$ cat config.mk
export PLATFORM = sky130hd
export DESIGN_NAME = reliable_channel_sequencer_core
export DESIGN_NICKNAME = d
export VERILOG_FILES = /design/src/rcs_pkg.sv /design/src/reliable_channel_sequencer_core.sv /design/src/rcs_apb_regs.sv /design/src/rcs_seq_engine.sv
export SDC_FILE = /design/constraint.sdc
export NUM_CORES = 1
export LEC_CHECK = 0
export ABC_AREA = 1
export BUFFER_PORTS_ARGS = -buffer_cell sky130_fd_sc_hd__buf_2
export CAP_MARGIN = 20
export CORE_MARGIN = 2
export CORE_UTILIZATION = 57
export DETAILED_ROUTE_END_ITERATION = 12
export PLACE_DENSITY_LB_ADDON = 0.05
export SETUP_SLACK_MARGIN = 0.4
export SLEW_MARGIN = 30
export SYNTH_ARGS = -nofsm -noshare
export SYNTH_HDL_FRONTEND = slang
export SYNTH_SLANG_ARGS = --single-unit
$ cat constraint.sdc
create_clock -name clk -period 6.65 [get_ports clk]
set_input_delay 0.665 -clock clk [delete_from_list [all_inputs] [get_ports clk]]
set_output_delay 0.665 -clock clk [all_outputs]
set_load 0.01 [all_outputs]
$ cat src/rcs_pkg.sv
// Package for the reliable channel sequencer: widths, codes, item and result types.
// No dependencies; imported by every module of the block.
`timescale 1ns / 1ps
`default_nettype none
package rcs_pkg;

	localparam int unsigned SEQ_W            = 31;
	localparam int unsigned LEN_W            = 12;
	localparam int unsigned SIZE_W           = 13;
	localparam int unsigned SUM_W            = 14;
	localparam int unsigned TAG_W            = 16;
	localparam int unsigned MAX_PACKET_BYTES = 2048;
	localparam int unsigned HDR_BYTES        = 8;
	localparam int unsigned TAG_BYTES        = 2;

	localparam int unsigned APB_ADDR_W = 3;
	localparam int unsigned APB_DATA_W = 32;
	localparam int unsigned IN_DATA_W  = 96;
	localparam int unsigned OUT_DATA_W = 128;

	localparam logic REG_IS_CLIENT = 1'b0;
	localparam logic REG_PORT_TAG  = 1'b1;

	typedef enum logic {
		OP_TRANSMIT = 1'b0,
		OP_RECEIVE  = 1'b1
	} opcode_t;

	typedef enum logic [1:0] {
		ST_BUILT    = 2'd0,
		ST_ACCEPTED = 2'd1,
		ST_STALE    = 2'd2,
		ST_FATAL    = 2'd3
	} status_t;

	typedef struct packed {
		logic             is_client;
		logic [TAG_W-1:0] port_tag;
	} cfg_t;

	typedef struct packed {
		opcode_t          opcode;
		logic [SEQ_W-1:0] rx_sequence;
		logic             rx_reliable_flag;
		logic [SEQ_W-1:0] rx_ack_sequence;
		logic             rx_reliable_ack;
		logic [LEN_W-1:0] pending_length;
		logic             pending_overflow;
		logic [LEN_W-1:0] unreliable_length;
	} item_t;

	typedef struct packed {
		status_t          status;
		logic [31:0]      header_first;
		logic [31:0]      header_second;
		logic             with_port_tag;
		logic             reliable_included;
		logic [LEN_W-1:0] reliable_bytes;
		logic             unreliable_included;
		logic [LEN_W-1:0] packet_bytes;
		logic             pending_taken;
		logic [SEQ_W-1:0] dropped_count;
	} result_t;

endpackage
`default_nettype wire

$ cat src/reliable_channel_sequencer_core.sv
// Reliable channel sequencer: input register, sequencing engine, result register.
// Depends on rcs_pkg, rcs_apb_regs and rcs_seq_engine.
//
// Input stream s_axis carries one transaction per packet event: tuser selects
// transmit or receive, tdata carries the header fields and buffer lengths.
// Output stream m_axis returns exactly one result transaction per input:
// tuser is the status code, tdata the header words, sizes and counters.
// The APB port sets is_client (address 0) and port_tag (address 4); write
// it only while no transaction is in flight.
// m_axis_tvalid rises once a transaction has gone from the input register
// through the engine into the result register. One transaction is accepted
// every cycle while m_axis_tready stays high; the limit is the single engine
// pass between the input register and the result register, which also
// updates the sequence state.
// Reset clears both pipeline valids and returns the sequence state to
// out_sequence 1 with everything else zero. When m_axis_tready is low the
// result holds, the input register keeps the next transaction, and
// s_axis_tready stays low while the input register is full.
`timescale 1ns / 1ps
`default_nettype none
module reliable_channel_sequencer_core
	import rcs_pkg::*;
(
	input  wire logic                  clk,
	input  wire logic                  arst_n,
	input  wire logic                  s_axis_tvalid,
	output logic                       s_axis_tready,
	// [30:0] rx_sequence, [31] rx_reliable_flag, [62:32] rx_ack_sequence,
	// [63] rx_reliable_ack, [75:64] pending_length, [76] pending_overflow,
	// [88:77] unreliable_length, [95:89] zero
	input  wire logic [IN_DATA_W-1:0]  s_axis_tdata,
	// [0] opcode
	input  wire logic                  s_axis_tuser,
	output logic                       m_axis_tvalid,
	input  wire logic                  m_axis_tready,
	// [31:0] header_first, [63:32] header_second, [64] with_port_tag,
	// [65] reliable_included, [77:66] reliable_bytes, [78] unreliable_included,
	// [90:79] packet_bytes, [91] pending_taken, [122:92] dropped_count,
	// [127:123] zero
	output logic      [OUT_DATA_W-1:0] m_axis_tdata,
	// [1:0] status
	output logic      [1:0]            m_axis_tuser,
	input  wire logic                  psel,
	input  wire logic                  penable,
	input  wire logic                  pwrite,
	input  wire logic [APB_ADDR_W-1:0] paddr,
	input  wire logic [APB_DATA_W-1:0] pwdata,
	output logic      [APB_DATA_W-1:0] prdata,
	output logic                       pready
);

	cfg_t    cfg;
	item_t   item_in;
	item_t   item_s1;
	logic    valid_s1;
	logic    advance;
	result_t result;
	result_t res_s2;
	logic    valid_s2;

	rcs_apb_regs u_regs (
		.clk     (clk),
		.arst_n  (arst_n),
		.psel    (psel),
		.penable (penable),
		.pwrite  (pwrite),
		.paddr   (paddr),
		.pwdata  (pwdata),
		.prdata  (prdata),
		.pready  (pready),
		.cfg     (cfg)
	);

	assign item_in.opcode            = opcode_t'(s_axis_tuser);
	assign item_in.rx_sequence       = s_axis_tdata[30:0];
	assign item_in.rx_reliable_flag  = s_axis_tdata[31];
	assign item_in.rx_ack_sequence   = s_axis_tdata[62:32];
	assign item_in.rx_reliable_ack   = s_axis_tdata[63];
	assign item_in.pending_length    = s_axis_tdata[75:64];
	assign item_in.pending_overflow  = s_axis_tdata[76];
	assign item_in.unreliable_length = s_axis_tdata[88:77];

	assign advance       = valid_s1 & (~valid_s2 | m_axis_tready);
	assign s_axis_tready = ~valid_s1 | advance;

	always_ff @(posedge clk or negedge arst_n) begin
		if (!arst_n) begin
			valid_s1 <= 1'b0;
		end else if (s_axis_tvalid && s_axis_tready) begin
			valid_s1 <= 1'b1;
		end else if (advance) begin
			valid_s1 <= 1'b0;
		end
	end

	always_ff @(posedge clk) begin
		if (s_axis_tvalid && s_axis_tready) begin
			item_s1 <= item_in;
		end
	end

	rcs_seq_engine u_engine (
		.clk     (clk),
		.arst_n  (arst_n),
		.advance (advance),
		.item    (item_s1),
		.cfg     (cfg),
		.result  (result)
	);

	always_ff @(posedge clk or negedge arst_n) begin
		if (!arst_n) begin
			valid_s2 <= 1'b0;
		end else if (advance) begin
			valid_s2 <= 1'b1;
		end else if (m_axis_tready) begin
			valid_s2 <= 1'b0;
		end
	end

	always_ff @(posedge clk) begin
		if (advance) begin
			res_s2 <= result;
		end
	end

	assign m_axis_tvalid = valid_s2;
	assign m_axis_tuser  = res_s2.status;
	assign m_axis_tdata  = {
		5'b0,
		res_s2.dropped_count,
		res_s2.pending_taken,
		res_s2.packet_bytes,
		res_s2.unreliable_included,
		res_s2.reliable_bytes,
		res_s2.reliable_included,
		res_s2.with_port_tag,
		res_s2.header_second,
		res_s2.header_first
	};

endmodule
`default_nettype wire

$ cat src/rcs_apb_regs.sv
// APB configuration registers of the sequencer: is_client and port_tag.
// Depends on rcs_pkg.
`timescale 1ns / 1ps
`default_nettype none
module rcs_apb_regs
	import rcs_pkg::*;
(
	input  wire logic                  clk,
	input  wire logic                  arst_n,
	input  wire logic                  psel,
	input  wire logic                  penable,
	input  wire logic                  pwrite,
	input  wire logic [APB_ADDR_W-1:0] paddr,
	input  wire logic [APB_DATA_W-1:0] pwdata,
	output logic      [APB_DATA_W-1:0] prdata,
	output logic                       pready,
	output cfg_t                       cfg
);

	logic             is_client_q;
	logic [TAG_W-1:0] port_tag_q;
	logic             wr_en;
	logic             reg_sel;

	assign pready  = 1'b1;
	assign wr_en   = psel & penable & pwrite & pready;
	assign reg_sel = paddr[APB_ADDR_W-1];

	always_ff @(posedge clk or negedge arst_n) begin
		if (!arst_n) begin
			is_client_q <= 1'b1;
			port_tag_q  <= '0;
		end else if (wr_en) begin
			case (reg_sel)
				REG_IS_CLIENT: is_client_q <= pwdata[0];
				REG_PORT_TAG:  port_tag_q  <= pwdata[TAG_W-1:0];
				default: ;
			endcase
		end
	end

	always_comb begin
		case (reg_sel)
			REG_IS_CLIENT: prdata = {{(APB_DATA_W-1){1'b0}}, is_client_q};
			REG_PORT_TAG:  prdata = {{(APB_DATA_W-TAG_W){1'b0}}, port_tag_q};
			default:       prdata = '0;
		endcase
	end

	assign cfg.is_client = is_client_q;
	assign cfg.port_tag  = port_tag_q;

endmodule
`default_nettype wire

$ cat src/rcs_seq_engine.sv
// Sequencing state and single-pass transmit/receive logic of the channel.
// Depends on rcs_pkg; state advances when the top level moves an item to its result register.
`timescale 1ns / 1ps
`default_nettype none
module rcs_seq_engine
	import rcs_pkg::*;
(
	input  wire logic    clk,
	input  wire logic    arst_n,
	input  wire logic    advance,
	input  item_t        item,
	input  cfg_t         cfg,
	output result_t      result
);

	logic [SEQ_W-1:0] out_seq_q;
	logic [SEQ_W-1:0] in_seq_q;
	logic [SEQ_W-1:0] in_ack_q;
	logic             in_rel_ack_q;
	logic             in_rel_tog_q;
	logic             rel_tog_q;
	logic [SEQ_W-1:0] last_rel_q;
	logic [LEN_W-1:0] held_len_q;
	logic             fatal_q;

	logic             is_tx;
	logic             overflow;
	logic             send_ack;
	logic             latch;
	logic             send_rel;
	logic [LEN_W-1:0] held_tx;
	logic [SEQ_W-1:0] out_seq_inc;
	logic [SIZE_W-1:0] size;
	logic [SUM_W-1:0] sum;
	logic             fits;
	logic [SUM_W-1:0] total;
	logic [LEN_W-1:0] packet;
	logic             stale;
	logic [SEQ_W-1:0] dropped;
	logic             rel_cleared;
	logic [LEN_W-1:0] held_rx;

	assign is_tx    = (item.opcode == OP_TRANSMIT);
	assign overflow = item.pending_overflow;

	// transmit path
	assign send_ack    = (in_ack_q > last_rel_q) && (in_rel_ack_q != rel_tog_q);
	assign latch       = (held_len_q == '0) && (item.pending_length != '0);
	assign send_rel    = send_ack | latch;
	assign held_tx     = latch ? item.pending_length : held_len_q;
	assign out_seq_inc = out_seq_q + SEQ_W'(1);

	assign size = SIZE_W'(HDR_BYTES)
		+ (cfg.is_client ? SIZE_W'(TAG_BYTES) : SIZE_W'(0))
		+ (send_rel ? {1'b0, held_tx} : SIZE_W'(0));
	assign sum    = {1'b0, size} + SUM_W'(item.unreliable_length);
	assign fits   = (sum <= SUM_W'(MAX_PACKET_BYTES));
	assign total  = fits ? sum : {1'b0, size};
	assign packet = (total > SUM_W'({LEN_W{1'b1}})) ? {LEN_W{1'b1}} : total[LEN_W-1:0];

	// receive path
	assign stale       = (item.rx_sequence <= in_seq_q);
	assign dropped     = item.rx_sequence - in_seq_q - SEQ_W'(1);
	assign rel_cleared = (item.rx_reliable_ack == rel_tog_q);
	assign held_rx     = rel_cleared ? '0 : held_len_q;

	always_comb begin
		result = '0;
		if (is_tx) begin
			if (overflow) begin
				result.status = ST_FATAL;
			end else begin
				result.status              = ST_BUILT;
				result.header_first        = {send_rel, out_seq_q};
				result.header_second       = {in_rel_tog_q, in_seq_q};
				result.with_port_tag       = cfg.is_client;
				result.reliable_included   = send_rel;
				result.reliable_bytes      = held_tx;
				result.unreliable_included = fits;
				result.packet_bytes        = packet;
				result.pending_taken       = latch;
			end
		end else begin
			if (stale) begin
				result.status         = ST_STALE;
				result.reliable_bytes = held_len_q;
			end else begin
				result.status         = ST_ACCEPTED;
				result.reliable_bytes = held_rx;
				result.dropped_count  = dropped;
			end
		end
	end

	always_ff @(posedge clk or negedge arst_n) begin
		if (!arst_n) begin
			out_seq_q    <= SEQ_W'(1);
			in_seq_q     <= '0;
			in_ack_q     <= '0;
			in_rel_ack_q <= 1'b0;
			in_rel_tog_q <= 1'b0;
			rel_tog_q    <= 1'b0;
			last_rel_q   <= '0;
			held_len_q   <= '0;
			fatal_q      <= 1'b0;
		end else if (advance) begin
			if (is_tx) begin
				if (overflow) begin
					fatal_q <= 1'b1;
				end else begin
					out_seq_q  <= out_seq_inc;
					held_len_q <= held_tx;
					if (latch) begin
						rel_tog_q <= ~rel_tog_q;
					end
					if (send_rel) begin
						last_rel_q <= out_seq_inc;
					end
				end
			end else if (!stale) begin
				in_seq_q     <= item.rx_sequence;
				in_ack_q     <= item.rx_ack_sequence;
				in_rel_ack_q <= item.rx_reliable_ack;
				held_len_q   <= held_rx;
				if (item.rx_reliable_flag) begin
					in_rel_tog_q <= ~in_rel_tog_q;
				end
			end
		end
	end

endmodule
`default_nettype wire

==> impl_metrics.yaml, run 1 <==
layout:
  postLayoutCellArea_sq_mm: 0.0205
  regArea_sq_mm: 0.0104
  layout-drive-gt1-share_pct: 21.5
  final_common_cell: "nand2_1"
  area_growth_pct: 16.7
  multi_input_area_sq_mm: 0.00602
  final_cell_mix: "287 x nand2_1, 255 x buf_2, 218 x inv_1"
  nets: 2184
  num-fill-cells: 2440
routing:
  antenna_left: 0
  drt-pass1-iter-count: 5
  totalWireLength_um: 38200
  drt_iter0_markers: 901
  viasPerCell: 5.21
  routedWlPerCell_um: 15.9
  drc: 0
  via_count: 12500
placement:
  place_area_sq_mm: 0.0192
  io_buffers: 256
  routabilityCongestion: 0.874
  dpl.hpwl_um: 27000
synthesis:
  synth_area_per_cell_sq_um: 10.3
  synth_area_sq_mm: 0.0176
  yosysSeqAreaShare_pct: 59.1
  yosysUniqueCellTypes: 49
  synthTopCellsByArea: "edfxtp_1 37%, dfrtp_1 22%, nand2_1 6.1%"
  synth-edff-count: 214
  ys_ff_latch: 372
  synthArstFlopShare_pct: 42.5
  synth_cells: 1702
  yosysTopAreaCellShare_pct: 36.6
  synth_area_leader_cell: "edfxtp_1"
  yosys_warnings: 0
  ys.flop_type: "edfxtp_1"
cts:
  holdBufCountCts: 0
  clock_latency_ns: 0.53
  postCtsSetupBuffers: 0
  cts.sinks: 372
  cts_buffers: 40
  cts_max_level: 2
  clk_pin_slew_worst_paths_ns: 0.06
  cts_tree: "built"
  postCtsResizedCells: 0
  cts.path.max_buffers: 3
  root_buffer: "clkbuf_16"
setup_path:
  cpMostUsedCell: "nand2_1"
  reg2reg_from: "u_engine.last_rel_q[26]"
  crit_required_ns: 6.93
  worstSetupStartpoint: "u_engine.last_rel_q[26]"
  reg2reg_depth: 34
  cp-endpoint: "m_axis_tdata[81]"
  crit_fanout: 37
  slowest_delay_ns: 0.41
  reg2reg_to: "m_axis_tdata[81]"
  critical_path_arrival_ns: 5.95
  cp-start-kind: "register"
  worst_setup_path_end_kind: "register"
  crit_path_top_delay_cell: "buf_4"
  reg2reg_slack_ns: 0.98
  critPathKind: "register to register"
floorplan:
  core_sq_mm: 0.0305
  start_util_pct: 57.6
  top_level_ports: 304
  die_y_um: 180
  die_area_sq_mm: 0.0323
  rows: 64
  die_width_um: 180
power_and_ir_drop:
  max-vdd-ir-drop_uv: 233
  seqPwrFrac_pct: 47.6
  power_switching_share_pct: 28.4
  p_int_w: 0.00457
  pwr-share-comb_pct: 18.0
  power_density_mw_per_mm2: 311
  power.net_switching_w: 0.00181
  p_leak_nw: 9.90
  p_clk_share_pct: 34.4
status:
  status: "finished clean"
sta:
  drv_slew: 0
  rsz0062_at_grt: "no"
  hold_viol_final: 0
  finClkSkew_ns: 0.0144
  finalCriticalPeriod_ns: 5.67
  setup_viol: 0
  tightest_slew_ns: 0.928
  max_freq_mhz: 176
  slew-limit-headroom_pct: 38.1
  fin_crit_sh_pct: 85.3
  finalSetupTns_ns: 0
global_route:
  gr-total-overflow: 0
  grt_pass1_wl_um: 61600
  grtUsageTotal_pct: 23.6
  grt_max_degree: 83
  grt_pass1_vias: 12200
  antenna_found_initial: 4
run:
  maxCapViolations: 0
min_path:
  hold_path_class: "input pin to async pin"
[flip-flops by register name, summed over array words and instances (netlist names)]
name                   cells
item_s1                   90
m_axis_tdata             122
m_axis_tuser               2
m_axis_tvalid              1
u_engine.held_len_q       12
u_engine.in_ack_q         31
u_engine.in_rel_ack_q      1
u_engine.in_rel_tog_q      1
u_engine.in_seq_q         31
u_engine.last_rel_q       31
u_engine.out_seq_q        31
u_engine.rel_tog_q         1
u_regs.is_client_q         1
u_regs.port_tag_q         16
valid_s1                   1
[cell families after synthesis]
| family | Yosys count | synth area share [%] |
|---|---|---|
| AO/OA/AOI/OAI | 262 | 8.04 |
| flip-flops | 372 | 59.1 |
| XOR/XNOR | 56 | 2.79 |
| buffers and inverters | 301 | 7.13 |
| multiplexers | 46 | 2.95 |
| other | 2 | 0.0427 |
| adder cells (fa/ha/maj) | 80 | 5.78 |
| AND/OR/NAND/NOR | 583 | 14.2 |
[power by group through the flow]
stage	Clock, W	Sequential [W]	Combinational [W]
final	0.00220	0.00303	0.00115
after CTS	0.00224	0.00303	0.00116
after floorplan	0	0.00310	0.000733
after detailed placement	0	0.00307	0.00115
after global placement	0	0.00306	0.00112
after global routing	0.00234	0.00307	0.00131
[worst max-delay path, delay by kind of cell (launching register included)]
family / cells / cell delay (ns)
AOI/OAI and AO/OA: 6 / 1.07
adders and majority gates: 3 / 0.87
buffers and inverters: 7 / 0.86
and+or+nand+nor: 18 / 2.29
DFF: 1 / 0.33
[through the flow]
stage | power (W) | util (%) | hold slack [ns] | worst slack (ns) | std cells
after floorplan | 0.00383 | - | 0.369 | 1.54 | 1722
after global placement | 0.00418 | 62.8 | 0.447 | 1.12 | 2318
after detailed placement | 0.00422 | 62.8 | 0.454 | 1.03 | 2318
after CTS | 0.00643 | 67.1 | 0.232 | 1.03 | 2392
after global routing | 0.00671 | 67.2 | 0.261 | 0.558 | 2395
final | 0.00638 | 67.2 | 0.193 | 0.979 | 2397
[how the worst min path moves through the flow]
stage                            endpoint  slack, ns         from  depth (start not counted)
floorplan                   m_axis_tvalid       0.37       arst_n                          0
global placement     u_engine.in_ack_q[0]       0.45  item_s1[26]                          2
detailed placement   u_engine.in_ack_q[0]       0.45  item_s1[26]                          2
CTS                 u_engine.in_ack_q[13]       0.23       arst_n                          1
global route         u_regs.port_tag_q[7]       0.26       arst_n                          1
finish               u_engine.in_ack_q[9]       0.19       arst_n                          1
[synthesized netlist by cell type, drive strengths merged (12+ instances only)]
cell	instances
a21oi	85
xor2	44
ha	78
edfxtp	214
xnor2	12
o22ai	32
inv	233
dfrtp	156
nand4	15
nand2	295
nor3	18
mux2	46
nor2	161
o21ai	121
buf	42
nand3	63
clkbuf	25
[layer usage]
| layer | global-route usage, % | share of wire (%) | up-vias |
|---|---|---|---|
| met5 | 0 | 0 | - |
| met4 | 6.18 | 1.8 | 0 |
| met3 | 5.31 | 6.3 | 48 |
| met2 | 38.6 | 47 | 352 |
| met1 | 32.2 | 44 | 5900 |
| li1 | - | - | 6180 |
[layout make-up]
cell class | instances | area share, %
Sequential cell | 372 | 50.6
Timing Repair Buffer | 268 | 6.83
Tap cell | 396 | 2.42
Clock inverter | 18 | 0.872
Clock buffer | 56 | 5.52
Inverter | 234 | 4.31
Multi-Input combinational cell | 1049 | 29.4
Antenna cell | 4 | 0.0488
Power figures use the tool's default switching activity.
==> run 2, diff against run 1 <==
CORE_ASPECT_RATIO = 0.7   (was unset)
==> impl_metrics.yaml, run 2 (synthesized netlist as in run 1, its figures left out) <==
status:
  status: "finished clean"
layout:
  nets: 2180
  postLayoutCellArea_sq_mm: 0.0204
  final_common_cell: "nand2_1"
  num-fill-cells: 2393
  final_core_util_pct: 67.6
  final_cell_mix: "287 x nand2_1, 255 x buf_2, 218 x inv_1"
  largest_register_ffs: 122
  area_growth_pct: 16.1
  layout-drive-gt1-share_pct: 21.2
routing:
  drc: 0
  antenna_left: 0
  drt_iter0_markers: 1109
  via_count: 12600
  viasPerCell: 5.23
  drt-pass1-iter-count: 5
  totalWireLength_um: 39600
  routedWlPerCell_um: 16.5
floorplan:
  rows: 53
  start_util_pct: 58.3
  top_level_ports: 304
  die_width_um: 214
  die_area_sq_mm: 0.0323
  core_sq_mm: 0.0302
  die_y_um: 151
run:
  maxCapViolations: 0
setup_path:
  cp_num_buf_inv: 5
  crit_fanout: 19
  reg2reg_slack_ns: 1.07
  path_delay_family: "simple AND/OR/NAND/NOR gates"
  critical_path_arrival_ns: 5.85
  crit_path_top_delay_cell: "a21oi_1"
  worst_setup_path_end_kind: "register"
  critPathKind: "register to register"
  cp-start-kind: "register"
  crit_required_ns: 6.93
  slowest_delay_ns: 0.40
  cpMostUsedCell: "nand2_1"
placement:
  place_area_sq_mm: 0.0192
  dpl.hpwl_um: 28000
  io_buffers: 256
  routabilityCongestion: 0.892
global_route:
  grtUsageTotal_pct: 24.9
  antenna_found_initial: 4
  grt_pass1_vias: 12100
  grt_pass1_wl_um: 62100
  gr-total-overflow: 0
  grt_max_degree: 72
sta:
  hold_viol_final: 0
  max_freq_mhz: 179
  rsz0062_at_grt: "no"
  fin_crit_sh_pct: 83.8
  holdWs_ns: 0.0986
  finalCriticalPeriod_ns: 5.58
  slew-limit-headroom_pct: 38.1
  finalSetupTns_ns: 0
  finClkSkew_ns: 0.0170
  tightest_slew_ns: 0.929
  setup_viol: 0
  drv_slew: 0
power_and_ir_drop:
  p_int_w: 0.00447
  pwr-share-comb_pct: 18.4
  p_clk_share_pct: 33.3
  power_switching_share_pct: 28.8
  power.net_switching_w: 0.00181
  seqPwrFrac_pct: 48.3
  power_density_mw_per_mm2: 308
  p_leak_nw: 9.85
  max-vdd-ir-drop_uv: 175
cts:
  cts_max_level: 2
  holdBufCountCts: 0
  clk_pin_slew_worst_paths_ns: 0.06
  cts.path.max_buffers: 3
  cts_buffers: 37
  clock_latency_ns: 0.53
  cts.sinks: 372
  cts_tree: "built"
  root_buffer: "clkbuf_16"
  postCtsResizedCells: 0
  postCtsSetupBuffers: 0
min_path:
  hold_path_class: "input pin to async pin"
## run 2: cell types whose count changed in the layout (fill, tap and decap cells not counted), moves of 2 or more
cell / change
clkbuf_1: -4
clkbuf_16: -2
clkinv_1: +4
clkinv_2: -2
clkinvlp_4: -2
## run 2: worst paths after layout
check	to	startpoint	cells past startpoint
max reg2reg	m_axis_tdata[81]	u_engine.in_ack_q[30]	32
min	u_regs.port_tag_q[5]	arst_n	1
min reg2reg	u_engine.in_ack_q[1]	item_s1[27]	1
max in group asynchronous	u_engine.in_seq_q[9]	arst_n	2
max	m_axis_tdata[81]	u_engine.in_ack_q[30]	32
min in group clk	item_s1[13]	s_axis_tdata[64]	1
## run 2: final cells by class
class                      count  area, sq um  area share, %
sequential                   372        10400           50.9
multi-input combinational   1049         6030           29.5
timing repair buffer         267         1370           6.71
clock buffer                  51         1080           5.30
inverter                     234          883           4.33
tap                          412          515           2.53
clock inverter                17          139          0.681
antenna                        3         7.51         0.0368
## run 2: metrics by stage
| step | cells | worst slack [ns] | total power (W) |
|---|---|---|---|
| 2_1_floorplan | 1722 | 1.54 | 0.00383 |
| 3_3_place_gp | 2334 | 1.29 | 0.00419 |
| 3_5_place_dp | 2334 | 1.20 | 0.00423 |
| 4_1_cts | 2402 | 1.17 | 0.00633 |
| 5_1_grt | 2404 | 0.594 | 0.00661 |
| 6_report | 2405 | 1.07 | 0.00628 |
## run 2: routing by layer
layer | global-route usage, % | up-vias | wire, um
li1 | - | 6181 | -
met1 | 36.8 | 5904 | 18600
met2 | 36.6 | 416 | 17100
met3 | 5.43 | 72 | 2920
met4 | 8.33 | 4 | 934
met5 | 0 | - | 17
## run 2: power groups by stage
| stage | Sequential, W | Combinational [W] | Clock [W] |
|---|---|---|---|
| floorplan | 0.00310 | 0.000733 | 0 |
| global placement | 0.00306 | 0.00112 | 0 |
| detailed placement | 0.00307 | 0.00115 | 0 |
| CTS | 0.00303 | 0.00116 | 0.00214 |
| global route | 0.00307 | 0.00132 | 0.00223 |
| finish | 0.00303 | 0.00116 | 0.00209 |
==> run 3, diff against run 2 <==
clock period = 5.65 ns   (was 6.65 ns; I/O delays follow)
==> impl_metrics.yaml, run 3 (synthesized netlist as in run 1, its figures left out) <==
status:
  status: "finished clean"
layout:
  area_growth_pct: 16.7
  final_core_util_pct: 68.0
  nets: 2187
  num-fill-cells: 2376
  layout-drive-gt1-share_pct: 21.9
  final_common_cell: "nand2_1"
  final_cell_mix: "287 x nand2_1, 255 x buf_2, 217 x inv_1"
  largest_register_ffs: 122
global_route:
  grt_pass1_vias: 12100
  grt_max_degree: 67
  antenna_found_initial: 3
  grt_pass1_wl_um: 62600
  grtUsageTotal_pct: 25.0
  gr-total-overflow: 0
setup_path:
  critPathKind: "register to register"
  reg2reg_depth: 34
  reg2reg_from: "u_engine.in_ack_q[22]"
  worst_setup_path_end_kind: "register"
  reg2reg_to: "m_axis_tdata[84]"
  worstSetupStartpoint: "u_engine.in_ack_q[22]"
  critical_path_arrival_ns: 5.23
  cp_num_buf_inv: 6
  crit_path_top_delay_cell: "dfrtp_1"
  crit_required_ns: 5.91
  slowest_delay_ns: 0.39
  cp-start-kind: "register"
  path_delay_family: "simple AND/OR/NAND/NOR gates"
  cpMostUsedCell: "nand2_1"
  reg2reg_slack_ns: 0.69
  crit_fanout: 19
cts:
  cts.path.max_buffers: 3
  cts_max_level: 2
  root_buffer: "clkbuf_16"
  cts_buffers: 37
  clock_latency_ns: 0.53
  holdBufCountCts: 0
  clk_pin_slew_worst_paths_ns: 0.06
  cts.sinks: 372
  cts_tree: "built"
routing:
  drt-pass1-iter-count: 5
  antenna_left: 0
  drc: 0
  drt_iter0_markers: 1032
  routedWlPerCell_um: 16.7
  viasPerCell: 5.25
  via_count: 12700
  totalWireLength_um: 40200
power_and_ir_drop:
  p_total_w: 0.00737
  max-vdd-ir-drop_uv: 254
  p_leak_nw: 9.87
  power_density_mw_per_mm2: 359
floorplan:
  die_width_um: 214
  die_area_sq_mm: 0.0323
  top_level_ports: 304
  start_util_pct: 58.3
  die_y_um: 151
  rows: 53
  core_sq_mm: 0.0302
sta:
  drv_slew: 0
  fin_crit_sh_pct: 87.9
  slew-limit-headroom_pct: 41.0
  setup_viol: 0
  tightest_slew_ns: 0.885
  max_freq_mhz: 201
  hold_viol_final: 0
  rsz0062_at_grt: "no"
  finalSetupTns_ns: 0
  finClkSkew_ns: 0.0234
  finalCriticalPeriod_ns: 4.96
placement:
  routabilityCongestion: 0.901
  dpl.hpwl_um: 28600
  io_buffers: 256
min_path:
  hold_path_class: "input pin to async pin"
run:
  maxCapViolations: 0
==> run 3: cell types whose count changed in the layout (fill, tap and decap cells not counted), sizes merged <==
cell,delta
buf,+7
clkinv,-3
inv,-1
clkbuf,+4
==> run 3: worst max-delay path by stage <==
stage,end,depth (start not counted)
global route,m_axis_tdata[84],36
finish,m_axis_tdata[84],34
detailed placement,m_axis_tdata[81],32
global placement,m_axis_tdata[84],32
CTS,m_axis_tdata[84],32
floorplan,m_axis_tdata[89],38
==> run 3: worst reg2reg max path, delay by kind of cell (launching register included) <==
kind	cells	cell delay [ns]
adder cells (fa/ha/maj)	4	1.01
AO/OA/AOI/OAI	4	0.66
flip-flops	1	0.39
AND/OR/NAND/NOR	20	2.13
buffers and inverters	6	0.52
==> run 3: report_power, final <==
part           switching, W  internal [W]
clock               0.00102       0.00140
sequential         0.000202       0.00337
combinational      0.000915      0.000470
==> run 3: cell type report <==
cell class / count / area [sq um] / area share, %
sequential: 372 / 10400 / 50.6
multi-input combinational: 1049 / 6110 / 29.8
timing repair buffer: 274 / 1440 / 6.99
clock buffer: 55 / 1070 / 5.20
inverter: 234 / 883 / 4.31
tap: 412 / 515 / 2.51
clock inverter: 13 / 118 / 0.573
antenna: 3 / 7.51 / 0.0366
==> run 3: what timing repair did <==
action,in CTS,in global routing
endpoints found under the setup margin,5,13
gates resized for setup,2,15
pin swaps,0,10
gates cloned,0,0
setup buffers,0,5
==> run 3: metrics by stage <==
stage	worst slack, ns	cells	instance area, sq um	hold slack (ns)
after floorplan	0.543	1722	17700	0.269
after global placement	0.436	2336	19200	0.446
after detailed placement	0.381	2336	19200	0.462
after CTS	0.446	2404	20400	0.0183
after global routing	0.365	2411	20500	0.0363
final	0.685	2412	20500	0.0102
==> run 3: metal layers <==
metal,vias up,global-route usage (%),routed length (um)
li1,6182,-,-
met4,2,7.40,989
met5,-,0,13
met3,64,5.18,2740
met2,384,37.2,17600
met1,6032,37.2,18900
